--- config.mk ---
export PLATFORM = sky130hd
export DESIGN_NAME = ldsk_sdiv
export DESIGN_NICKNAME = d
export VERILOG_FILES = /design/src/ldsk_pkg.sv /design/src/ldsk_sdiv.sv
export SDC_FILE = /design/constraint.sdc
export NUM_CORES = 2
export LEC_CHECK = 0
export ABC_AREA = 1
export BUFFER_PORTS_ARGS = -buffer_cell sky130_fd_sc_hd__buf_4
export CORE_MARGIN = 1
export CORE_UTILIZATION = 25
export DETAILED_ROUTE_END_ITERATION = 12
export SLEW_MARGIN = 20
export SYNTH_ARGS = -nofsm -noshare
export SYNTH_HDL_FRONTEND = slang
export SYNTH_SLANG_ARGS = --single-unit
export TNS_END_PERCENT = 5
--- constraint.sdc ---
create_clock -name clock -period 3.3 [get_ports clock]
set_clock_uncertainty 0.1 [all_clocks]
set_input_delay 0.33 -clock clock [delete_from_list [all_inputs] [get_ports clock]]
set_output_delay 0.33 -clock clock [all_outputs]
set_load 0.01 [all_outputs]
--- src/ldsk_pkg.sv ---
// ldsk_pkg: shared widths, fixed-point constants, register codes and helpers
// for the lidar point deskew unit. No dependencies.
`timescale 1ns / 1ps

package ldsk_pkg;

   localparam int CORDIC_STAGES_DEF = 16;
   localparam int CORDIC_STAGES_MAX = 24;

   localparam int DATA_W  = 192;
   localparam int CSR_AW  = 5;
   localparam int FRAC_W  = 18;   // sweep fraction, signed Q2.16
   localparam int QUOT_W  = 18;
   localparam int DIV_LAT = QUOT_W + 3;
   localparam int ROT_W   = 17;   // angle register, sign-extended so it can be negated
   localparam int ANG_W   = 35;   // fraction times angle, Q29
   localparam int CRD_W   = 32;   // cordic datapath, Q3.29
   localparam int CS_W    = 26;   // sine and cosine, Q2.24
   localparam int COORD_W = 36;   // coordinates between rotations, Q16
   localparam int PROD_W  = CS_W + COORD_W;

   localparam logic signed [FRAC_W-1:0] FRAC_MAX = 18'sd131071;
   localparam logic signed [FRAC_W-1:0] FRAC_MIN = -18'sd131072;

   localparam logic signed [ANG_W-1:0] PI_Q29      = 35'sd1686629713;
   localparam logic signed [ANG_W-1:0] TWO_PI_Q29  = 35'sd3373259426;
   localparam logic signed [CRD_W-1:0] HALF_PI_Q29 = 32'sd843314857;
   localparam logic signed [CRD_W-1:0] CORDIC_GAIN = 32'sd326016437;

   typedef enum logic [2:0] {
      REG_ROT_X       = 3'd0,
      REG_ROT_Y       = 3'd1,
      REG_ROT_Z       = 3'd2,
      REG_SHIFT_X     = 3'd3,
      REG_SHIFT_Y     = 3'd4,
      REG_SHIFT_Z     = 3'd5,
      REG_SWEEP_START = 3'd6,
      REG_SWEEP_END   = 3'd7
   } csr_reg_type;

   // arctangent of 2^-i in Q29 radians
   function automatic logic signed [CRD_W-1:0] atan_q29(input int unsigned idx);
      case (idx)
         0:  atan_q29 = 32'sd421657428;
         1:  atan_q29 = 32'sd248918915;
         2:  atan_q29 = 32'sd131521918;
         3:  atan_q29 = 32'sd66762579;
         4:  atan_q29 = 32'sd33510843;
         5:  atan_q29 = 32'sd16771758;
         6:  atan_q29 = 32'sd8387925;
         7:  atan_q29 = 32'sd4194219;
         8:  atan_q29 = 32'sd2097141;
         9:  atan_q29 = 32'sd1048575;
         10: atan_q29 = 32'sd524288;
         11: atan_q29 = 32'sd262144;
         12: atan_q29 = 32'sd131072;
         13: atan_q29 = 32'sd65536;
         14: atan_q29 = 32'sd32768;
         15: atan_q29 = 32'sd16384;
         16: atan_q29 = 32'sd8192;
         17: atan_q29 = 32'sd4096;
         18: atan_q29 = 32'sd2048;
         19: atan_q29 = 32'sd1024;
         20: atan_q29 = 32'sd512;
         21: atan_q29 = 32'sd256;
         22: atan_q29 = 32'sd128;
         23: atan_q29 = 32'sd64;
         default: atan_q29 = 32'sd0;
      endcase
   endfunction

   function automatic logic [31:0] sat32(input logic signed [COORD_W-1:0] v);
      if (v > 36'sd2147483647) begin
         sat32 = 32'h7fff_ffff;
      end else if (v < -36'sd2147483648) begin
         sat32 = 32'h8000_0000;
      end else begin
         sat32 = v[31:0];
      end
   endfunction

endpackage

--- src/ldsk_sdiv.sv ---
// ldsk_sdiv: pipelined restoring divider giving the saturated sweep fraction
// (time - start) / (end - start) in signed Q2.16. Uses ldsk_pkg.
`timescale 1ns / 1ps

module ldsk_sdiv (
   input  logic                              clock,
   input  logic                              en,
   input  logic [31:0]                       point_time,
   input  logic [31:0]                       sweep_start,
   input  logic [31:0]                       sweep_end,
   output logic signed [ldsk_pkg::FRAC_W-1:0] frac
);

   localparam int QW    = ldsk_pkg::QUOT_W;
   localparam int REM_W = 33 + 16 + 3;

   logic signed [32:0] num_in;
   logic signed [32:0] den_in;
   logic [32:0]        nmag_in;
   logic [32:0]        dmag_in;

   logic [32:0] nmag0_ff;
   logic [32:0] dmag0_ff;
   logic        neg0_ff;
   logic        zero0_ff;

   logic [REM_W-1:0] rem_ff  [QW+1];
   logic [32:0]      dmag_ff [QW+1];
   logic [QW-1:0]    q_ff    [QW+1];
   logic             neg_ff  [QW+1];
   logic             zero_ff [QW+1];
   logic             ovf_ff  [QW+1];

   logic signed [ldsk_pkg::FRAC_W-1:0] frac_in;
   logic signed [ldsk_pkg::FRAC_W-1:0] frac_ff;

   always_comb begin
      num_in  = $signed({1'b0, point_time}) - $signed({1'b0, sweep_start});
      den_in  = $signed({1'b0, sweep_end}) - $signed({1'b0, sweep_start});
      nmag_in = num_in[32] ? 33'(-num_in) : 33'(num_in);
      dmag_in = den_in[32] ? 33'(-den_in) : 33'(den_in);
   end

   always_ff @(posedge clock) begin
      if (en) begin
         nmag0_ff <= nmag_in;
         dmag0_ff <= dmag_in;
         neg0_ff  <= num_in[32] ^ den_in[32];
         zero0_ff <= (den_in == 33'sd0);
         // quotient of 2^18 or more always saturates
         ovf_ff[0]  <= REM_W'({nmag0_ff, 16'b0}) >= REM_W'({dmag0_ff, 18'b0});
         rem_ff[0]  <= REM_W'({nmag0_ff, 16'b0});
         dmag_ff[0] <= dmag0_ff;
         q_ff[0]    <= '0;
         neg_ff[0]  <= neg0_ff;
         zero_ff[0] <= zero0_ff;
      end
   end

   for (genvar j = 0; j < QW; j++) begin : g_step
      localparam int K = QW - 1 - j;
      logic [REM_W-1:0] dsh;
      logic             fits;
      assign dsh  = REM_W'(dmag_ff[j]) << K;
      assign fits = rem_ff[j] >= dsh;
      always_ff @(posedge clock) begin
         if (en) begin
            rem_ff[j+1]  <= fits ? rem_ff[j] - dsh : rem_ff[j];
            q_ff[j+1]    <= {q_ff[j][QW-2:0], fits};
            dmag_ff[j+1] <= dmag_ff[j];
            neg_ff[j+1]  <= neg_ff[j];
            zero_ff[j+1] <= zero_ff[j];
            ovf_ff[j+1]  <= ovf_ff[j];
         end
      end
   end

   always_comb begin
      if (zero_ff[QW]) begin
         frac_in = '0;
      end else if (!neg_ff[QW]) begin
         frac_in = (ovf_ff[QW] || q_ff[QW] > 18'd131071) ? ldsk_pkg::FRAC_MAX
                                                         : $signed(q_ff[QW]);
      end else begin
         frac_in = (ovf_ff[QW] || q_ff[QW] > 18'd131072) ? ldsk_pkg::FRAC_MIN
                                                         : -$signed(q_ff[QW]);
      end
   end

   always_ff @(posedge clock) begin
      if (en) begin
         frac_ff <= frac_in;
      end
   end

   assign frac = frac_ff;

endmodule

==> flow_metrics.env <==
export IMPL_status="completed"
export IMPL_portBuffers=115
export IMPL_seqPwrFrac_pct=32.2
export IMPL_worstMarginPinSlew_ns=0.793
export IMPL_hold_start="point_time[1]"
export IMPL_cp_max_fo=56
export IMPL_gp_congestion=0.955
export IMPL_via_per_inst=4.65
export IMPL_synth_nets=14500
export IMPL_drc=0
export IMPL_ir_drop_mv=0.431
export IMPL_slew_violations=0
export IMPL_crit_start="rem_ff[15][31]"
export IMPL_wl_per_cell_um=19.2
export IMPL_chipWidth_um=670
export IMPL_cts_buffers_inserted=192
export IMPL_clk_latency_ns=0.90
export IMPL_post_synth_top_count_cell="nand2_1"
export IMPL_internal_power_mw=62.2
export IMPL_core_um2=445000
export IMPL_crit_slowest_cell="edfxtp_1"
export IMPL_critPathCaptureType="flip-flop"
export IMPL_area_growth_pct=18.3
export IMPL_synth_edf_count=1673
export IMPL_ys_types=67
export IMPL_die_area_um2=449000
export IMPL_r2r_start="rem_ff[15][31]"
export IMPL_stdcell_count=20700
export IMPL_overflow=0
export IMPL_cts_clk_slew_worst_paths_ns=0.06
export IMPL_cts_tree="built"
export IMPL_max_slew_margin_pct=46.6
export IMPL_placed_cells=20300
export IMPL_synthDominantCellAreaShare_pct=45.0
export IMPL_dr_pass1_iters=9
export IMPL_crit_type="reg2reg"
export IMPL_synth_top_area_cell="edfxtp_1"
export IMPL_swShare_pct=43.1
export IMPL_pin_count=116
export IMPL_ys_top_cells_by_area="edfxtp_1 (45%), nand2_1 (11%), ha_1 (7.7%)"
export IMPL_drtIter0Drc=8365
export IMPL_rows=245
export IMPL_netlist_top_cells_count="nand2_1 (3193), inv_1 (2085), edfxtp_1 (1673), nor2_1 (1580), a21oi_1 (944)"
export IMPL_cellPowerDensity_nw_per_um2=828
export IMPL_pwr_share_clk_pct=20.1
export IMPL_htreeDepth=4
export IMPL_start_util_pct=25.1
export IMPL_ys_seq_elements=1673
export IMPL_report_power_total_mw=109
export IMPL_rsz0062_at_grt="yes"
export IMPL_synth_cells=13700
export IMPL_grt_pass1_wl_mm=585
export IMPL_switchingPower_mw=47.1
export IMPL_cp_slowest_stage_delay_ns=0.50
export IMPL_required_ns=3.85
export IMPL_fmax_mhz=310
export IMPL_hpwl_mm=335
export IMPL_grt_total_usage_pct=17.1
export IMPL_cts_root_buf="clkbuf_16"
export IMPL_setup_worst_path_start_class="flip-flop"
export IMPL_leakagePower_nw=54.5
export IMPL_hp_class="in2reg"
export IMPL_crit_top_cell="o21ai_0"
export IMPL_totalWireLength_mm=398
export IMPL_crit_chain="ha_1 -> a21oi_1 -> o21ai_0 -> a21boi_1 -> o21ai_0 -> nor2_1 -> nand3_1 -> buf_4 -> inv_2 -> buf_12 -> o21ai_0 -> buf_4"
export IMPL_cts_sinks=1673
export IMPL_layout_min_cycle_time_ns=3.23
export IMPL_ant_nets=0
export IMPL_cp_endpoint="rem_ff[16][23]"
export IMPL_async_flop_share_pct=0
export IMPL_hold_violations=0
export IMPL_timing_final_ws_setup_ns=0.0722
export IMPL_rr_endpoint="rem_ff[16][23]"
export IMPL_ys_warn_count=0
export IMPL_post_dp_cell_area_um2=125000
export IMPL_netlist_area_um2=112000
export IMPL_fin_area_um2=132000
export IMPL_fin_util_pct=29.7
export IMPL_setup_viol=0
export IMPL_die_h_um=670
export IMPL_comb_power_share_pct=47.7
export IMPL_r2r_cells=12
export IMPL_antenna_found_initial=7
export IMPL_reg2reg_slack_ns=0.07
export IMPL_period_share_pct=97.8
export IMPL_nFillCells=47600
export IMPL_grt_start_max_net_pins=101
export IMPL_finalNetCount=15400
export IMPL_whs_path_depth=4
export IMPL_arrival_ns=3.78
export IMPL_drv_cap=0
export IMPL_seq_area_frac_synth_pct=45.0
export IMPL_postSynthAreaPerCell_um2=8.15
export IMPL_grt_pass1_vias=92200
export IMPL_pre_cts_ws_ns=-0.429
export IMPL_cts_max_path_buffers=4
export IMPL_vias=96300
export IMPL_synth_ff_type="edfxtp_1"
export IMPL_drive_gt1_share_pct=10.1
[power groups by stage]
stage	combinational, mW	sequential [mW]	clock, mW
floorplan	32.5	32.6	0
CTS	51.6	35.2	22.6
detailed placement	51.3	35.6	0
global placement	51.4	35.6	0
finish	52.1	35.2	22.0
global route	57.3	35.4	23.3
[flip-flops by register name, indices dropped and copies added, names as in the netlist]
| register | flops |
|---|---|
| dmag0_ff | 33 |
| dmag_ff | 594 |
| frac | 18 |
| neg0_ff | 1 |
| neg_ff | 19 |
| nmag0_ff | 33 |
| ovf_ff | 19 |
| q_ff | 171 |
| rem_ff | 765 |
| zero0_ff | 1 |
| zero_ff | 19 |
[timing repair]
action,CTS,global route
pin swaps,0,2
buffers inserted,0,5
setup endpoints to repair,13,154
hold buffers,5,0
gates resized for setup,5,43
hold endpoints to repair,15,0
[worst max-delay path: cells and delay by family (launching register included)]
| kind | cells | cell delay [ns] |
|---|---|---|
| buffers and inverters | 4 | 0.65 |
| AO/OA/AOI/OAI | 5 | 1.11 |
| adder cells (fa/ha/maj) | 1 | 0.39 |
| AND/OR/NAND/NOR | 2 | 0.19 |
| flip-flops | 1 | 0.50 |
[layer usage]
layer | vias to the layer above | GRT usage [%] | share of wire [%]
met1 | 45200 | 22.1 | 44
met3 | 613 | 1.98 | 5.2
li1 | 47600 | - | -
met5 | - | 0 | 0
met2 | 2890 | 29.0 | 47
met4 | 0 | 6.66 | 4.4
[per-stage QoR]
stage	TNS [ns]	hold slack, ns
5_1_grt	-0.00801	0.120
6_report	0	0.126
2_1_floorplan	0	0.300
4_1_cts	0	0.0468
3_3_place_gp	-9.86	0.301
3_5_place_dp	-7.63	0.305
[layout by cell type, fill, tap and decap left out, drive strengths merged, types with 16 or more instances in the layout]
master	synthesis	layout
xnor2	291	291
nor2	1589	1589
o21a	31	31
a21o	97	97
xor2	259	259
nand3	595	595
a21oi	995	995
clkbuf	32	222
buf	107	858
or2	120	120
fa	19	19
nor3	128	128
clkinv	5	74
bufinv	0	23
edfxtp	1673	1673
nand2	3222	3222
ha	691	691
clkinvlp	0	20
o21ai	1056	1056
and3	16	16
o21bai	94	94
nand3b	53	53
a31oi	141	141
nand4	170	170
o211ai	18	18
inv	2130	2150
a21boi	45	45
nor4	62	62
[worst min path at each step]
| stage | endpoint | slack, ns |
|---|---|---|
| 2_1_floorplan | neg_ff[0] | 0.30 |
| 3_3_place_gp | q_ff[17][9] | 0.30 |
| 3_5_place_dp | neg_ff[12] | 0.30 |
| 4_1_cts | nmag0_ff[1] | 0.05 |
| 5_1_grt | nmag0_ff[1] | 0.12 |
| 6_report | nmag0_ff[1] | 0.13 |
[cell families after synthesis]
family | share of synthesized area (%)
adder cells (fa/ha/maj) | 8.09
buffers and inverters | 7.97
XOR/XNOR | 4.32
AND/OR/NAND/NOR | 22.1
AO/OA/AOI/OAI | 12.5
flip-flops | 45.0
[final cells by class]
cell class,count,area [um2],area share [%]
flip-flops and latches,1673,50200,38.0
well taps,5928,7420,5.62
repair buffers,863,7220,5.46
multi-input cells,9742,52700,39.9
diodes,15,37.5,0.0284
inverters,2135,8020,6.07
clock buffers,222,5000,3.79
clock inverters,132,1450,1.09
(Power assumes the default switching activity.)
